File: config.mk
export PLATFORM = sky130hd
export DESIGN_NAME = traceparent_header_parser_unit_flat
export DESIGN_NICKNAME = d
export VERILOG_FILES = /design/src/rtl/tpp_pkg.sv /design/src/rtl/tpp_char_if.sv /design/src/rtl/tpp_char_decode.sv /design/src/rtl/traceparent_header_parser_unit.sv /design/src/flat_wrapper.sv
export SDC_FILE = /design/constraint.sdc
export NUM_CORES = 1
export LEC_CHECK = 0
export BUFFER_PORTS_ARGS = -buffer_cell sky130_fd_sc_hd__buf_4
export CORE_MARGIN = 4
export CORE_UTILIZATION = 45
export CTS_CLUSTER_DIAMETER = 80
export DETAILED_ROUTE_END_ITERATION = 7
export SYNTH_ARGS = -nofsm -noshare
export SYNTH_HDL_FRONTEND = slang
export SYNTH_SLANG_ARGS = --single-unit
export TNS_END_PERCENT = 50
File: constraint.sdc
create_clock -name clk -period 12 [get_ports clk]
set_input_delay 0.6 -clock clk [delete_from_list [all_inputs] [get_ports clk]]
set_output_delay 0.6 -clock clk [all_outputs]
set_load 0.05 [all_outputs]
File: src/rtl/tpp_pkg.sv
`timescale 1ns / 1ps
`default_nettype none

package tpp_pkg;

    localparam int CHAR_W   = 8;
    localparam int POS_W    = 6;
    localparam int NIB_W    = 4;
    localparam int ID_W     = 64;
    localparam int TRACE_W  = 2 * ID_W;
    localparam int VER_W    = 8;

    // Header layout positions
    localparam logic [POS_W-1:0] POS_MAX     = 6'd63;
    localparam logic [POS_W-1:0] DASH_A      = 6'd2;
    localparam logic [POS_W-1:0] DASH_B      = 6'd35;
    localparam logic [POS_W-1:0] DASH_C      = 6'd52;
    localparam logic [POS_W-1:0] DASH_EXT    = 6'd55;
    localparam logic [POS_W-1:0] FLAGS_LOW   = 6'd54;
    localparam logic [POS_W-1:0] LAST_MIN    = 6'd54;

    localparam logic [CHAR_W-1:0] CHAR_DASH   = 8'h2D;
    localparam logic [CHAR_W-1:0] CHAR_ZERO   = 8'h30;
    localparam logic [CHAR_W-1:0] CHAR_NINE   = 8'h39;
    localparam logic [CHAR_W-1:0] CHAR_A_LOW  = 8'h61;
    localparam logic [CHAR_W-1:0] CHAR_F_LOW  = 8'h66;
    localparam logic [VER_W-1:0]  VERSION_BAD = 8'hFF;

    // Classification of one header character
    typedef struct packed {
        logic             is_hex;
        logic             is_dash;
        logic [NIB_W-1:0] nibble;
    } char_class_t;

endpackage

`default_nettype wire

File: src/rtl/tpp_char_if.sv
`timescale 1ns / 1ps
`default_nettype none

interface tpp_char_if
    import tpp_pkg::*;
();
    logic              valid;
    logic              ready;
    logic [CHAR_W-1:0] header_char;
    logic              last_char;

    modport source (output valid, output header_char, output last_char, input ready);
    modport sink   (input valid, input header_char, input last_char, output ready);
endinterface

interface tpp_result_if
    import tpp_pkg::*;
();
    logic            valid;
    logic            ready;
    logic            header_valid;
    logic [ID_W-1:0] trace_id_high;
    logic [ID_W-1:0] trace_id_low;
    logic [ID_W-1:0] parent_span_id;
    logic            sampled_flag;

    modport source (output valid, output header_valid, output trace_id_high,
                    output trace_id_low, output parent_span_id, output sampled_flag,
                    input ready);
    modport sink   (input valid, input header_valid, input trace_id_high,
                    input trace_id_low, input parent_span_id, input sampled_flag,
                    output ready);
endinterface

`default_nettype wire

File: src/rtl/tpp_char_decode.sv
`timescale 1ns / 1ps
`default_nettype none

module tpp_char_decode
    import tpp_pkg::*;
(
    input  wire logic [CHAR_W-1:0] header_char,
    output char_class_t            char_class
);

    logic is_digit;
    logic is_lower;

    // Classify lowercase hex digits and the dash
    assign is_digit = (header_char >= CHAR_ZERO) && (header_char <= CHAR_NINE);
    assign is_lower = (header_char >= CHAR_A_LOW) && (header_char <= CHAR_F_LOW);

    always_comb
    begin
        char_class.is_hex  = is_digit || is_lower;
        char_class.is_dash = (header_char == CHAR_DASH);
        char_class.nibble  = '0;
        if (is_digit)
        begin
            char_class.nibble = header_char[NIB_W-1:0];
        end
        else if (is_lower)
        begin
            // 'a'..'f' carry 1..6 in the low bits; add nine for 10..15
            char_class.nibble = header_char[NIB_W-1:0] + 4'd9;
        end
    end

endmodule

`default_nettype wire

File: src/rtl/traceparent_header_parser_unit.sv
`timescale 1ns / 1ps
`default_nettype none

// Channel  Modport  Transaction
// hdr      sink     one header character, last_char marks the end of the header
// res      source   one parse result per header, given on its last character
//
// One character per cycle sustained while results are taken. A character is
// registered at the input, then decoded and folded into the parser state once the
// result side can advance; the last character loads the result register and clears
// the state for the next header.
// rst_n clears the parser state and both valid flags asynchronously.
// A stalled result holds the input register; the input stays open while the
// result register can drain in the same cycle.

module traceparent_header_parser_unit
    import tpp_pkg::*;
(
    input  wire logic   clk,
    input  wire logic   rst_n,
    tpp_char_if.sink    hdr,
    tpp_result_if.source res
);

    // Input register
    logic              in_valid_reg;
    logic [CHAR_W-1:0] in_char_reg;
    logic              in_last_reg;

    // Parser state
    logic [POS_W-1:0]   pos_reg,    pos_next;
    logic [VER_W-1:0]   ver_reg,    ver_next;
    logic [TRACE_W-1:0] trace_reg,  trace_next;
    logic [ID_W-1:0]    parent_reg, parent_next;
    logic [NIB_W-1:0]   flags_reg,  flags_next;
    logic               tnz_reg,    tnz_next;
    logic               pnz_reg,    pnz_next;
    logic               err_reg,    err_next;

    // Result register
    logic               out_valid_reg;
    logic               out_ok_reg;
    logic [TRACE_W-1:0] out_trace_reg;
    logic [ID_W-1:0]    out_parent_reg;
    logic               out_sampled_reg;

    logic        advance;
    logic        step;
    logic        finish;
    logic        dash_pos;
    logic        header_ok;
    char_class_t char_class;

    assign advance   = !out_valid_reg || res.ready;
    assign hdr.ready = !in_valid_reg || advance;
    assign step      = in_valid_reg && advance;
    assign finish    = step && in_last_reg;

    tpp_char_decode u_decode
    (
        .header_char (in_char_reg),
        .char_class  (char_class)
    );

    // Fold the registered character into the parser state
    always_comb
    begin
        ver_next    = ver_reg;
        trace_next  = trace_reg;
        parent_next = parent_reg;
        flags_next  = flags_reg;
        tnz_next    = tnz_reg;
        pnz_next    = pnz_reg;
        err_next    = err_reg;
        dash_pos    = (pos_reg == DASH_A) || (pos_reg == DASH_B) ||
                      (pos_reg == DASH_C) || (pos_reg == DASH_EXT);

        if (dash_pos)
        begin
            if (!char_class.is_dash)
            begin
                err_next = 1'b1;
            end
        end
        else if (pos_reg < DASH_EXT)
        begin
            if (!char_class.is_hex)
            begin
                err_next = 1'b1;
            end
            else if (pos_reg < DASH_A)
            begin
                ver_next = {ver_reg[VER_W-NIB_W-1:0], char_class.nibble};
            end
            else if (pos_reg < DASH_B)
            begin
                trace_next = {trace_reg[TRACE_W-NIB_W-1:0], char_class.nibble};
                tnz_next   = tnz_reg || (char_class.nibble != '0);
            end
            else if (pos_reg < DASH_C)
            begin
                parent_next = {parent_reg[ID_W-NIB_W-1:0], char_class.nibble};
                pnz_next    = pnz_reg || (char_class.nibble != '0);
            end
            else if (pos_reg == FLAGS_LOW)
            begin
                flags_next = char_class.nibble;
            end
        end

        pos_next  = (pos_reg < POS_MAX) ? pos_reg + 6'd1 : pos_reg;
        header_ok = !err_next && (pos_reg >= LAST_MIN) && (ver_next != VERSION_BAD) &&
                    tnz_next && pnz_next;
    end

    // Input register control
    always_ff @(posedge clk or negedge rst_n)
    begin
        if (!rst_n)
        begin
            in_valid_reg <= 1'b0;
        end
        else if (hdr.ready)
        begin
            in_valid_reg <= hdr.valid;
        end
    end

    // Input register payload
    always_ff @(posedge clk)
    begin
        if (hdr.valid && hdr.ready)
        begin
            in_char_reg <= hdr.header_char;
            in_last_reg <= hdr.last_char;
        end
    end

    // Advance parser state; clear it after the last character
    always_ff @(posedge clk or negedge rst_n)
    begin
        if (!rst_n)
        begin
            pos_reg    <= '0;
            ver_reg    <= '0;
            trace_reg  <= '0;
            parent_reg <= '0;
            flags_reg  <= '0;
            tnz_reg    <= 1'b0;
            pnz_reg    <= 1'b0;
            err_reg    <= 1'b0;
        end
        else if (finish)
        begin
            pos_reg    <= '0;
            ver_reg    <= '0;
            trace_reg  <= '0;
            parent_reg <= '0;
            flags_reg  <= '0;
            tnz_reg    <= 1'b0;
            pnz_reg    <= 1'b0;
            err_reg    <= 1'b0;
        end
        else if (step)
        begin
            pos_reg    <= pos_next;
            ver_reg    <= ver_next;
            trace_reg  <= trace_next;
            parent_reg <= parent_next;
            flags_reg  <= flags_next;
            tnz_reg    <= tnz_next;
            pnz_reg    <= pnz_next;
            err_reg    <= err_next;
        end
    end

    // Result valid
    always_ff @(posedge clk or negedge rst_n)
    begin
        if (!rst_n)
        begin
            out_valid_reg <= 1'b0;
        end
        else if (advance)
        begin
            out_valid_reg <= in_valid_reg && in_last_reg;
        end
    end

    // Result payload; zero the fields of a rejected header
    always_ff @(posedge clk)
    begin
        if (finish)
        begin
            out_ok_reg      <= header_ok;
            out_trace_reg   <= header_ok ? trace_next : '0;
            out_parent_reg  <= header_ok ? parent_next : '0;
            out_sampled_reg <= header_ok && flags_next[0];
        end
    end

    assign res.valid          = out_valid_reg;
    assign res.header_valid   = out_ok_reg;
    assign res.trace_id_high  = out_trace_reg[TRACE_W-1:ID_W];
    assign res.trace_id_low   = out_trace_reg[ID_W-1:0];
    assign res.parent_span_id = out_parent_reg;
    assign res.sampled_flag   = out_sampled_reg;

    // A rejected header carries no id or flag
    a_reject_zero: assert property (@(posedge clk) disable iff (!rst_n)
        (res.valid && !res.header_valid) |->
        (res.trace_id_high == '0 && res.trace_id_low == '0 &&
         res.parent_span_id == '0 && !res.sampled_flag))
        else $error("rejected header with nonzero fields");

    // An accepted header has both ids nonzero
    a_accept_ids: assert property (@(posedge clk) disable iff (!rst_n)
        (res.valid && res.header_valid) |->
        ((res.trace_id_high != '0 || res.trace_id_low != '0) && res.parent_span_id != '0))
        else $error("accepted header with an all-zero id");

    // The last character leaves a clean state for the next header
    a_clear_after_last: assert property (@(posedge clk) disable iff (!rst_n)
        finish |=> (pos_reg == '0 && !err_reg && !tnz_reg && !pnz_reg && out_valid_reg))
        else $error("parser state not cleared after last character");

endmodule

`default_nettype wire

File: src/flat_wrapper.sv
// flat-port wrapper written by rule: the top's interface ports become plain ports
module traceparent_header_parser_unit_flat import tpp_pkg::*;
  (clk, rst_n, hdr_valid, hdr_header_char, hdr_last_char, hdr_ready, res_valid, res_header_valid, res_trace_id_high, res_trace_id_low, res_parent_span_id, res_sampled_flag, res_ready);
  tpp_char_if hdr_i ();
  tpp_result_if res_i ();
  input  wire logic clk;
  input  wire logic rst_n;
  input wire logic [$bits(hdr_i.valid)-1:0] hdr_valid;
  input wire logic [$bits(hdr_i.header_char)-1:0] hdr_header_char;
  input wire logic [$bits(hdr_i.last_char)-1:0] hdr_last_char;
  output wire logic [$bits(hdr_i.ready)-1:0] hdr_ready;
  output wire logic [$bits(res_i.valid)-1:0] res_valid;
  output wire logic [$bits(res_i.header_valid)-1:0] res_header_valid;
  output wire logic [$bits(res_i.trace_id_high)-1:0] res_trace_id_high;
  output wire logic [$bits(res_i.trace_id_low)-1:0] res_trace_id_low;
  output wire logic [$bits(res_i.parent_span_id)-1:0] res_parent_span_id;
  output wire logic [$bits(res_i.sampled_flag)-1:0] res_sampled_flag;
  input wire logic [$bits(res_i.ready)-1:0] res_ready;
  assign hdr_i.valid = hdr_valid;
  assign hdr_i.header_char = hdr_header_char;
  assign hdr_i.last_char = hdr_last_char;
  assign hdr_ready = hdr_i.ready;
  assign res_valid = res_i.valid;
  assign res_header_valid = res_i.header_valid;
  assign res_trace_id_high = res_i.trace_id_high;
  assign res_trace_id_low = res_i.trace_id_low;
  assign res_parent_span_id = res_i.parent_span_id;
  assign res_sampled_flag = res_i.sampled_flag;
  assign res_i.ready = res_ready;
  traceparent_header_parser_unit u_core (.clk(clk), .rst_n(rst_n), .hdr(hdr_i), .res(res_i));
endmodule
==> summary.md, run 1 <==
| Metric | Value |
|---|---|
| Outcome | `complete, no violations` |
| Leak | `between 8 and 9 nW` |
| CTS tree | `done` |
| CP required | `approximately 12 ns` |
| Top cells by count, synth | `dfrtp_1, edfxtp_1, mux2i_1` |
| Initial antenna violation count | `0` |
| Vias per inst | `~5.6` |
| CTS Buf Count | `44` |
| NetSw | `about 0.84 mW` |
| Combinational Power Share | `0.102` |
| Synthesis-to-finish area growth | `19.8%` |
| Global route hottest layer | `met2` |
| Fillers | `roughly 3200` |
| Clock slew at reported path FFs | `roughly 0.06 ns` |
| Synth area leader | `edfxtp_1` |
| Grt met1 use | `0.277` |
| Number of clock sinks | `slightly above 400` |
| CP Launch Type | `flip-flop` |
| Non-Filler Instances | `roughly 2000` |
| M3 GR Usage | `0.0351` |
| Reg2Reg Depth | `10` |
| Post-layout util | `0.550` |
| Post-CTS Resized | `0` |
| Gr usage total | `0.188` |
| Clk network pwr share | `0.411` |
| Setup Buffers After CTS | `0` |
| TritonRoute pass-1 iters | `6` |
| Max Slew Vio Count | `0` |
| Hold Path Class | `input pin to async pin` |
| Hold_buf cts | `0` |
| Gp weighted congestion | `between 0.8 and 0.9` |
| Arrival @ worst endpoint | `about 4.6 ns` |
| Rows | `a little over 70` |
| Final instance area | `20800 µm²` |
| Routed len/inst | `a little under 20 µm` |
| Fin. Hold Viols | `0` |
| Most common cell in the netlist | `dfrtp_1` |
| Fraction of registers with async set/reset | `0.511` |
| Nature of the critical path endpoint | `flip-flop` |
| Hold slack | `just under 0.04 ns` |
| Worst-Margin Slew | `approximately 1.1 ns` |
| Final WL | `around 40000 µm` |
| Tcrit/Tclk final | `0.363` |
| TNS Setup | `0 ns` |
| Share of layout cells above drive strength 1 | `0.207` |
| Synth Cell Area | `roughly 17000 µm²` |
| CP Max Fanout | `70` |
| Die Y | `a little over 200 µm` |
| IO buf count | `208` |
| Unrepaired setup endpoints after global routing | `false` |
| Number of DRC markers in iteration 0 | `roughly 840` |
| Yosys cell types | `between 60 and 70` |
| Reg-to-Reg Start | `u_core.in_char_reg[0]$_DFFE_PP_` |
| Max cap viols | `0` |
| FF-to-FF End | `u_core.res.parent_span_id[22]$_SDFFCE_PN0P_` |
| #FFs+latches synth | `415` |
| Die W | `around 200 µm` |
| Latest clock arrival within the worst-skew pair | `about 0.55 ns` |
| Power Density | `157 nW/µm²` |
| Number of synthesized flops with an enable pin | `slightly above 200` |
| Worst vdd ir | `between 90 and 100 µV` |
| Slack of the critical path | `7.64 ns` |
| Num ports | `209` |
| Die Area | `around 42000 µm²` |
| Final setup fails | `0` |
| H-tree depth | `2` |
| Placed cell area | `between 15000 and 20000 µm²` |
| Fmax | `229 MHz` |
| Dpl cells | `1924` |
| Grt ovf | `0` |
| CP Capture Point | `u_core.res.parent_span_id[22]$_SDFFCE_PN0P_` |
| Mapped Avg Cell Area | `approximately 13 µm²` |
| Pre-CTS setup slack | `7.60 ns` |
| Slew headroom | `0.244` |
| Largest net degree at the start of global routing | `145` |
| Total Power | `3.26 mW` |
| Sw Ratio | `0.257` |
| Antenna Cells | `0` |
| CP startpoint | `u_core.in_char_reg[0]$_DFFE_PP_` |
| Flop2flop setup slack | `around 7.6 ns` |
| Clk buf depth | `3` |
| CORE AREA | `approximately 38000 µm²` |
| Minimum clock period | `4.36 ns` |
| Post-route DRC | `0` |
| Pint | `about 2.4 mW` |
| Root Buffer | `clkbuf_16` |
| Flop pwr share | `0.487` |
| Post-synthesis sequential area ratio | `0.656` |
| Antenna-violating nets left | `0` |
| Effective utilization at floorplan | `0.459` |
| Area share of the largest cell type after synthesis | `0.351` |
| Skew final | `between 0.01 and 0.015 ns` |
| Post-DP HPWL | `about 24000 µm` |
| Vias in the first global route | `roughly 11000` |
| Global-route wire length before repair | `between 60000 and 70000 µm` |
| Vias | `about 11000` |
| Top post-synthesis cells by area | `edfxtp_1, dfrtp_1, mux2i_1` |
| CP Class | `flip-flop to flip-flop` |
| Yosys warns | `0` |
| Syn Nets | `1308` |
| Post-synthesis cell count | `approximately 1300` |
| Post-layout nets | `around 1500` |
| Met2 Resource Use GR | `0.286` |
| Synth Flop Type | `dfrtp_1` |
[per-layer routing]
layer	up-vias	part of all wire
li1	5222	-
met4	0	0.024
met3	59	0.052
met5	-	0
met2	265	0.46
met1	5588	0.46
[how the worst min path moves through the flow]
| stage | from | to | slack [ns] | cells past startpoint |
|---|---|---|---|---|
| 2_1_floorplan | rst_n | u_core.err_reg$_DFFE_PN0P_ | 0.30 | 0 |
| 3_3_place_gp | u_core.parent_reg[63]$_DFFE_PN0P_ | u_core.parent_reg[63]$_DFFE_PN0P_ | 0.46 | 2 |
| 3_5_place_dp | u_core.parent_reg[63]$_DFFE_PN0P_ | u_core.parent_reg[63]$_DFFE_PN0P_ | 0.47 | 2 |
| 4_1_cts | rst_n | u_core.trace_reg[34]$_DFFE_PN0P_ | 0.04 | 1 |
| 5_1_grt | rst_n | u_core.trace_reg[34]$_DFFE_PN0P_ | 0.08 | 1 |
| 6_report | rst_n | u_core.trace_reg[38]$_DFFE_PN0P_ | 0.04 | 1 |
[layout make-up]
| class | count | area, µm² | area share |
|---|---|---|---|
| Tap cell | 511 | 639 | 0.0307 |
| Clock buffer | 60 | 1280 | 0.0616 |
| Multi-Input combinational cell | 763 | 5580 | 0.268 |
| Clock inverter | 22 | 161 | 0.00775 |
| Sequential cell | 415 | 11400 | 0.548 |
| Inverter | 10 | 45.0 | 0.00216 |
| Timing Repair Buffer | 225 | 1710 | 0.0821 |
[worst max-delay path, cell delays in order, from the launching register on]
cell      delay, ns
edfxtp_1       0.46
inv_1          0.12
ha_1           0.24
o21bai_1       0.20
a21oi_1        0.31
mux2i_2        0.69
a31oi_1        0.28
o211ai_1       0.29
buf_4          0.69
buf_4          0.62
nor2_1         0.13
[cell usage in the layout, fill, tap and decap left out, drive strengths merged, types with 2 or more instances in the layout]
cell	instances
buf	225
dfrtp	212
edfxtp	203
mux2i	185
nor2	173
a22o	173
clkbuf	60
o21ai	40
nor4	39
nand2	38
a21oi	17
clkinv	17
a22oi	16
inv	13
nor3	9
ha	6
nand2b	5
and3	5
a211oi	5
nand3	5
a31oi	4
o2111ai	4
and2	3
o21a	3
or3	2
nand4	2
and4b	2
bufinv	2
nor4b	2
o211ai	2
[cell families (layout without fill, tap and decap cells)]
logic type | Yosys count | after routing | synth area share
XOR/XNOR | 1 | 1 | 0.000504
adder cells (fa/ha/maj) | 6 | 6 | 0.00432
multiplexers | 185 | 185 | 0.107
AND/OR/NAND/NOR | 293 | 293 | 0.0782
buffers and inverters | 111 | 317 | 0.0271
AO/OA/AOI/OAI | 278 | 278 | 0.127
flip-flops | 415 | 415 | 0.656
[power groups by stage]
stage                     clock network (mW)  registers (mW)  logic, mW
final                                   1.34            1.59      0.333
after floorplan                            0            1.75     0.0856
after detailed placement                   0            1.62      0.337
after global routing                    1.44            1.59      0.354
after global placement                     0            1.62      0.334
after CTS                               1.38            1.59      0.337
Power figures use the tool's default switching activity.
==> inputs of run 2 (changes only) <==
--- a/config.mk
+++ b/config.mk
@@ -5,11 +5,13 @@
 export SDC_FILE = /design/constraint.sdc
 export NUM_CORES = 1
 export LEC_CHECK = 0
+export ABC_AREA = 1
 export BUFFER_PORTS_ARGS = -buffer_cell sky130_fd_sc_hd__buf_4
 export CORE_MARGIN = 4
 export CORE_UTILIZATION = 45
 export CTS_CLUSTER_DIAMETER = 80
 export DETAILED_ROUTE_END_ITERATION = 7
+export PLACE_DENSITY = 0.67
 export SYNTH_ARGS = -nofsm -noshare
 export SYNTH_HDL_FRONTEND = slang
 export SYNTH_SLANG_ARGS = --single-unit
==> constraint.sdc (replaced) <==
create_clock -name clk -period 3.7 [get_ports clk]
set_input_delay 0.185 -clock clk [delete_from_list [all_inputs] [get_ports clk]]
set_output_delay 0.185 -clock clk [all_outputs]
set_load 0.05 [all_outputs]
==> summary.md, run 2 <==
| Metric | Value |
|---|---|
| Flop2flop setup slack | `0.55 ns` |
| Worst vdd ir | `between 300 and 400 µV` |
| Syn Nets | `about 1700` |
| #FFs+latches synth | `415` |
| Latest clock arrival within the worst-skew pair | `between 0.5 and 0.6 ns` |
| Die Y | `just over 200 µm` |
| Most common cell in the netlist | `nand2_1` |
| CP Class | `flip-flop to flip-flop` |
| H-tree depth | `2` |
| Initial antenna violation count | `0` |
| Tcrit/Tclk final | `0.850` |
| Area share of the largest cell type after synthesis | `0.351` |
| Gp weighted congestion | `around 0.83` |
| Skew final | `about 0.020 ns` |
| Max Slew Vio Count | `0` |
| Combinational Power Share | `0.143` |
| Hold Path Class | `input pin to async pin` |
| Post-DP HPWL | `around 25000 µm` |
| Synth Flop Type | `dfrtp_1` |
| Pint | `between 8 and 9 mW` |
| Hold slack | `0.286 ns` |
| Fraction of registers with async set/reset | `0.511` |
| NetSw | `~3.1 mW` |
| Rows | `between 70 and 80` |
| Clk buf depth | `3` |
| CP Max Fanout | `between 150 and 200` |
| Synth Cell Area | `17400 µm²` |
| Minimum clock period | `approximately 3.1 ns` |
| Arrival @ worst endpoint | `approximately 3.5 ns` |
| Die W | `roughly 200 µm` |
| Power Density | `around 540 nW/µm²` |
| Fin. Hold Viols | `0` |
| CORE AREA | `approximately 38000 µm²` |
| Outcome | `complete, no violations` |
| Largest net degree at the start of global routing | `approximately 180` |
| Nature of the critical path endpoint | `flip-flop` |
| Post-CTS Resized | `0` |
| Non-Filler Instances | `2438` |
| Final WL | `between 40000 and 50000 µm` |
| Fillers | `~3300` |
| Max cap viols | `0` |
| Gr usage total | `0.192` |
| Final setup fails | `0` |
| Top cells by count, synth | `nand2_1, inv_1, nor2_1` |
| CTS Buf Count | `44` |
| Top post-synthesis cells by area | `edfxtp_1, dfrtp_1, o22ai_1` |
| Vias in the first global route | `between 10000 and 15000` |
| CTS tree | `done` |
| Num ports | `209` |
| Mapped Avg Cell Area | `~10 µm²` |
| IO buf count | `roughly 210` |
| Slew headroom | `0.405` |
| Yosys cell types | `30` |
| Sw Ratio | `0.279` |
| TritonRoute pass-1 iters | `5` |
| Fmax | `318 MHz` |
| Grt ovf | `0` |
| Effective utilization at floorplan | `0.459` |
| Unrepaired setup endpoints after global routing | `false` |
| CP Launch Type | `flip-flop` |
| Vias per inst | `roughly 5.2` |
| Die Area | `41800 µm²` |
| Global-route wire length before repair | `65600 µm` |
| Number of DRC markers in iteration 0 | `900` |
| Clock slew at reported path FFs | `0.06 ns` |
| Worst-Margin Slew | `between 0.8 and 0.9 ns` |
| Post-synthesis cell count | `1709` |
| Flop pwr share | `0.468` |
| Yosys warns | `0` |
| Synthesis-to-finish area growth | `20.3%` |
| Synth area leader | `edfxtp_1` |
| Post-synthesis sequential area ratio | `0.656` |
| Share of layout cells above drive strength 1 | `0.167` |
| Post-route DRC | `0` |
| CP required | `about 4 ns` |
| Antenna-violating nets left | `0` |
| Dpl cells | `~2300` |
| Antenna Cells | `0` |
| Commonest non-fill, non-tap cells in the layout | `nand2_1, buf_4, inv_1, nor2_1, dfrtp_1` |
| Post-layout nets | `roughly 1900` |
| Routed len/inst | `~17 µm` |
| Number of clock sinks | `415` |
| Most common cell after layout, fill and taps aside | `nand2_1` |
| Leak | `8.05 nW` |
| Number of synthesized flops with an enable pin | `~200` |
| Vias | `~13000` |
| Root Buffer | `clkbuf_16` |
| Clk network pwr share | `0.389` |
==> run 2: cell types whose count changed in the layout (fill, tap and decap cells not counted), moves of 8 or more <==
cell,before,now
o21ai_1,0,71
nand2_1,37,273
inv_1,9,217
dlygate4sd3_1,0,14
mux2i_1,184,0
o22ai_1,0,185
a22o_1,173,0
a22oi_1,15,0
o21ai_0,38,157
clkbuf_1,5,13
a21oi_1,17,6
nor2_1,173,217
nor4_1,37,0
==> run 2: cell families after synthesis <==
logic type	share of synthesized area
adders and majority gates	0.00432
DFF	0.656
buffers and inverters	0.0816
and+or+nand+nor	0.121
xor gates and xnor gates	0.00101
AOI/OAI and AO/OA	0.135
==> run 2: path summary, 6_finish.rpt <==
path	startpoint	to	cells after the start
min in group clk	hdr_header_char[1]	u_core.in_char_reg[1]$_DFFE_PP_	2
setup / recovery	u_core.in_char_reg[0]$_DFFE_PP_	u_core.out_trace_reg[106]$_SDFFCE_PN0P_	13
max in group asynchronous	rst_n	u_core.trace_reg[110]$_DFFE_PN0P_	3
hold reg to reg	u_core.flags_reg[0]$_DFFE_PN0P_	u_core.flags_reg[0]$_DFFE_PN0P_	2
hold / removal	rst_n	u_core.trace_reg[58]$_DFFE_PN0P_	2
setup reg to reg	u_core.in_char_reg[0]$_DFFE_PP_	u_core.out_trace_reg[106]$_SDFFCE_PN0P_	13
==> run 2: through the flow <==
step	setup TNS [ns]	total power, mW	cell area, µm²	worst slack [ns]	util
global route	0	11.7	20900	0.227	0.552
floorplan	-64.08	6.44	17400	-0.477	-
detailed placement	0	6.93	19300	0.598	0.510
finish	0	11.2	20900	0.555	0.552
CTS	0	11.3	20900	0.584	0.552
global placement	0	6.90	19300	0.751	0.510
==> run 2: layer usage <==
layer | up-vias | GRT usage | part of all wire
met5 | - | 0 | 0
met2 | 335 | 0.316 | 0.48
met4 | 0 | 0.0531 | 0.023
li1 | 6137 | - | -
met1 | 6093 | 0.261 | 0.44
met3 | 58 | 0.0425 | 0.060
==> run 2: layout make-up <==
type                       count  area [µm²]  area share
clock buffer                  67        1290      0.0616
clock inverter                14         151     0.00725
inverter                     226         858      0.0411
multi-input combinational    961        4580       0.219
sequential                   415       11400       0.546
tap                          511         639      0.0306
timing repair buffer         244        1970      0.0945
==> run 2: repair_timing <==
item | 4_1_cts | 5_1_grt
endpoints found under the hold margin | 113 | 0
setup buffers | 0 | 0
hold buffers | 14 | 0
==> run 2: power by group through the flow <==
stage	combinational (mW)	sequential (mW)	clock (mW)
3_5_place_dp	1.60	5.33	0
4_1_cts	1.62	5.25	4.47
3_3_place_gp	1.57	5.33	0
5_1_grt	1.76	5.27	4.67
6_report	1.60	5.24	4.37
2_1_floorplan	0.720	5.72	0
==> run 2: worst max-delay path, cell delays in order (launching register included) <==
cell and delay (ns):
edfxtp_1 0.48, inv_1 0.16, ha_1 0.19, nor2_1 0.06, nand2_1 0.15, nand3_2 0.17
nand2_4 0.16, inv_2 0.09, nor2_4 0.14, buf_12 0.45, buf_4 0.44, nand2_1 0.09
o21ai_0 0.13, nor2_1 0.08
==> inputs of run 3 (changes only) <==
--- a/config.mk
+++ b/config.mk
@@ -9,9 +9,9 @@
 export BUFFER_PORTS_ARGS = -buffer_cell sky130_fd_sc_hd__buf_4
 export CORE_MARGIN = 4
 export CORE_UTILIZATION = 45
+export CTS_BUF_LIST = sky130_fd_sc_hd__clkbuf_16
 export CTS_CLUSTER_DIAMETER = 80
 export DETAILED_ROUTE_END_ITERATION = 7
-export PLACE_DENSITY = 0.67
 export SYNTH_ARGS = -nofsm -noshare
 export SYNTH_HDL_FRONTEND = slang
 export SYNTH_SLANG_ARGS = --single-unit
==> constraint.sdc (replaced) <==
create_clock -name clk -period 4 [get_ports clk]
set_input_delay 0.2 -clock clk [delete_from_list [all_inputs] [get_ports clk]]
set_output_delay 0.2 -clock clk [all_outputs]
set_load 0.05 [all_outputs]
==> summary.md, run 3 (synthesis results as in run 2) <==
| Metric | Value |
|---|---|
| Gp weighted congestion | `just over 0.8` |
| Share of layout cells above drive strength 1 | `0.160` |
| Post-route DRC | `0` |
| Commonest non-fill, non-tap cells in the layout | `nand2_1, inv_1, nor2_1, buf_4, dfrtp_1` |
| Slowest cell delay on critical path | `approximately 0.45 ns` |
| Leak | `8.04 nW` |
| Final instance area | `20700 µm²` |
| Initial antenna violation count | `0` |
| Antenna-violating nets left | `0` |
| Outcome | `complete, no violations` |
| Dpl cells | `2341` |
| IO buf count | `208` |
| Number of clock sinks | `415` |
| Num ports | `between 200 and 250` |
| Max cap viols | `0` |
| Root Buffer | `clkbuf_16` |
| Fmax | `317 MHz` |
| Die Area | `41800 µm²` |
| Rows | `slightly above 70` |
| Hold slack | `0.309 ns` |
| CP max-delay cell | `nand2_4` |
| CTS Buf Count | `44` |
| Tcrit/Tclk final | `0.788` |
| Vias | `between 10000 and 15000` |
| CP Class | `flip-flop to flip-flop` |
| Skew final | `approximately 0.022 ns` |
| Slew headroom | `0.396` |
| Arrival @ worst endpoint | `~3.5 ns` |
| Die W | `roughly 200 µm` |
| CP startpoint | `u_core.in_char_reg[0]$_DFFE_PP_` |
| Minimum clock period | `3.15 ns` |
| H-tree depth | `2` |
| Post-DP HPWL | `between 20000 and 25000 µm` |
| TritonRoute pass-1 iters | `7` |
| Fin. Hold Viols | `0` |
| Clk buf depth | `3` |
| Final WL | `approximately 40000 µm` |
| Antenna Cells | `0` |
| Unrepaired setup endpoints after global routing | `false` |
| Routed len/inst | `between 15 and 20 µm` |
| Effective utilization at floorplan | `0.459` |
| Worst-Margin Slew | `0.905 ns` |
| Die Y | `between 200 and 250 µm` |
| CP required | `approximately 4.3 ns` |
| Post-layout nets | `approximately 1900` |
| Synthesis-to-finish area growth | `19.4%` |
| Hold Path Class | `input pin to async pin` |
| Nature of the critical path endpoint | `flip-flop` |
| CP Max Fanout | `39` |
| Final setup fails | `0` |
| Number of DRC markers in iteration 0 | `~850` |
| Reg2Reg Depth | `15` |
| Post-layout util | `0.548` |
| Non-Filler Instances | `2435` |
| Crit-path cells | `inv_1, ha_1, nor2_1, nand2_1, nand3_2, nand2_4, nand2_1, inv_2, nand2_1, o21ai_0, nor2_1, nand3_1, nand2_4, buf_4, nor2_1` |
| CTS tree | `done` |
| Global-route wire length before repair | `about 65000 µm` |
| Reg-to-Reg Start | `u_core.in_char_reg[0]$_DFFE_PP_` |
| Flop2flop setup slack | `0.85 ns` |
| CORE AREA | `between 30000 and 40000 µm²` |
| Worst vdd ir | `around 370 µV` |
| Latest clock arrival within the worst-skew pair | `around 0.57 ns` |
| Vias per inst | `~5` |
| Placed cell area | `between 15000 and 20000 µm²` |
| Largest net degree at the start of global routing | `~250` |
| Vias in the first global route | `between 10000 and 15000` |
| Grt ovf | `0` |
| Most common cell after layout, fill and taps aside | `nand2_1` |
| Power Density | `just under 500 nW/µm²` |
| Gr usage total | `0.190` |
| Total Power | `10.0 mW` |
| Max Slew Vio Count | `0` |
| CP Launch Type | `flip-flop` |
| Post-CTS Resized | `0` |
| Clock slew at reported path FFs | `about 0.060 ns` |
run 3: cell count changes in the layout (fill, tap and decap cells not counted):
| cell | delta |
|---|---|
| clkinv_1 | +6 |
| clkbuf_1 | -13 |
| inv_1 | +20 |
| bufinv_16 | -1 |
| inv_16 | -1 |
| dlygate4sd3_1 | -1 |
| buf_12 | +2 |
| clkinvlp_4 | +1 |
| buf_4 | -4 |
| clkbuf_8 | -10 |
| inv_4 | -2 |
run 3: through the flow:
step | setup TNS, ns | setup WS [ns]
detailed placement | 0 | 0.835
floorplan | -4.76 | -0.177
finish | 0 | 0.847
global route | 0 | 0.554
CTS | 0 | 0.828
global placement | 0 | 0.925
run 3: worst max-delay path: cells and delay by family (launching register included):
kind	cells	cell delay, ns
DFF	1	0.44
and+or+nand+nor	10	1.53
buffers and inverters	3	0.58
AOI/OAI and AO/OA	1	0.11
adders and majority gates	1	0.23
run 3: cell type report:
class,instances,area [µm²]
repair buffers,241,1970
inverters,226,858
fillers,3468,17100
clock buffers,44,1100
clock inverters,37,194
flip-flops and latches,415,11400
well taps,511,639
multi-input cells,961,4580
run 3: per-layer routing:
| metal | vias to the layer above | part of all wire | track usage |
|---|---|---|---|
| met5 | - | 0 | 0 |
| met4 | 0 | 0.022 | 0.0591 |
| met2 | 267 | 0.48 | 0.308 |
| li1 | 6136 | - | - |
| met1 | 5933 | 0.46 | 0.267 |
| met3 | 59 | 0.045 | 0.0282 |
run 3: what timing repair did:
item | 4_1_cts | 5_1_grt
setup endpoints to repair | 0 | 0
hold buffers | 13 | 0
setup buffers | 0 | 0
endpoints found under the hold margin | 119 | 0
run 3: final timing paths:
kind,endpoint
min reg2reg,u_core.trace_reg[124]$_DFFE_PN0P_
max,u_core.out_trace_reg[80]$_SDFFCE_PN0P_
max in group asynchronous,u_core.parent_reg[24]$_DFFE_PN0P_
max reg2reg,u_core.out_trace_reg[80]$_SDFFCE_PN0P_
min in group clk,u_core.in_char_reg[2]$_DFFE_PP_
min,u_core.trace_reg[99]$_DFFE_PN0P_
run 3: where the power goes:
part | switching (mW) | internal (mW)
Combinational | 1.10 | 0.386
Sequential | 0.116 | 4.73
Clock | 1.62 | 2.06
Total | 2.84 | 7.18
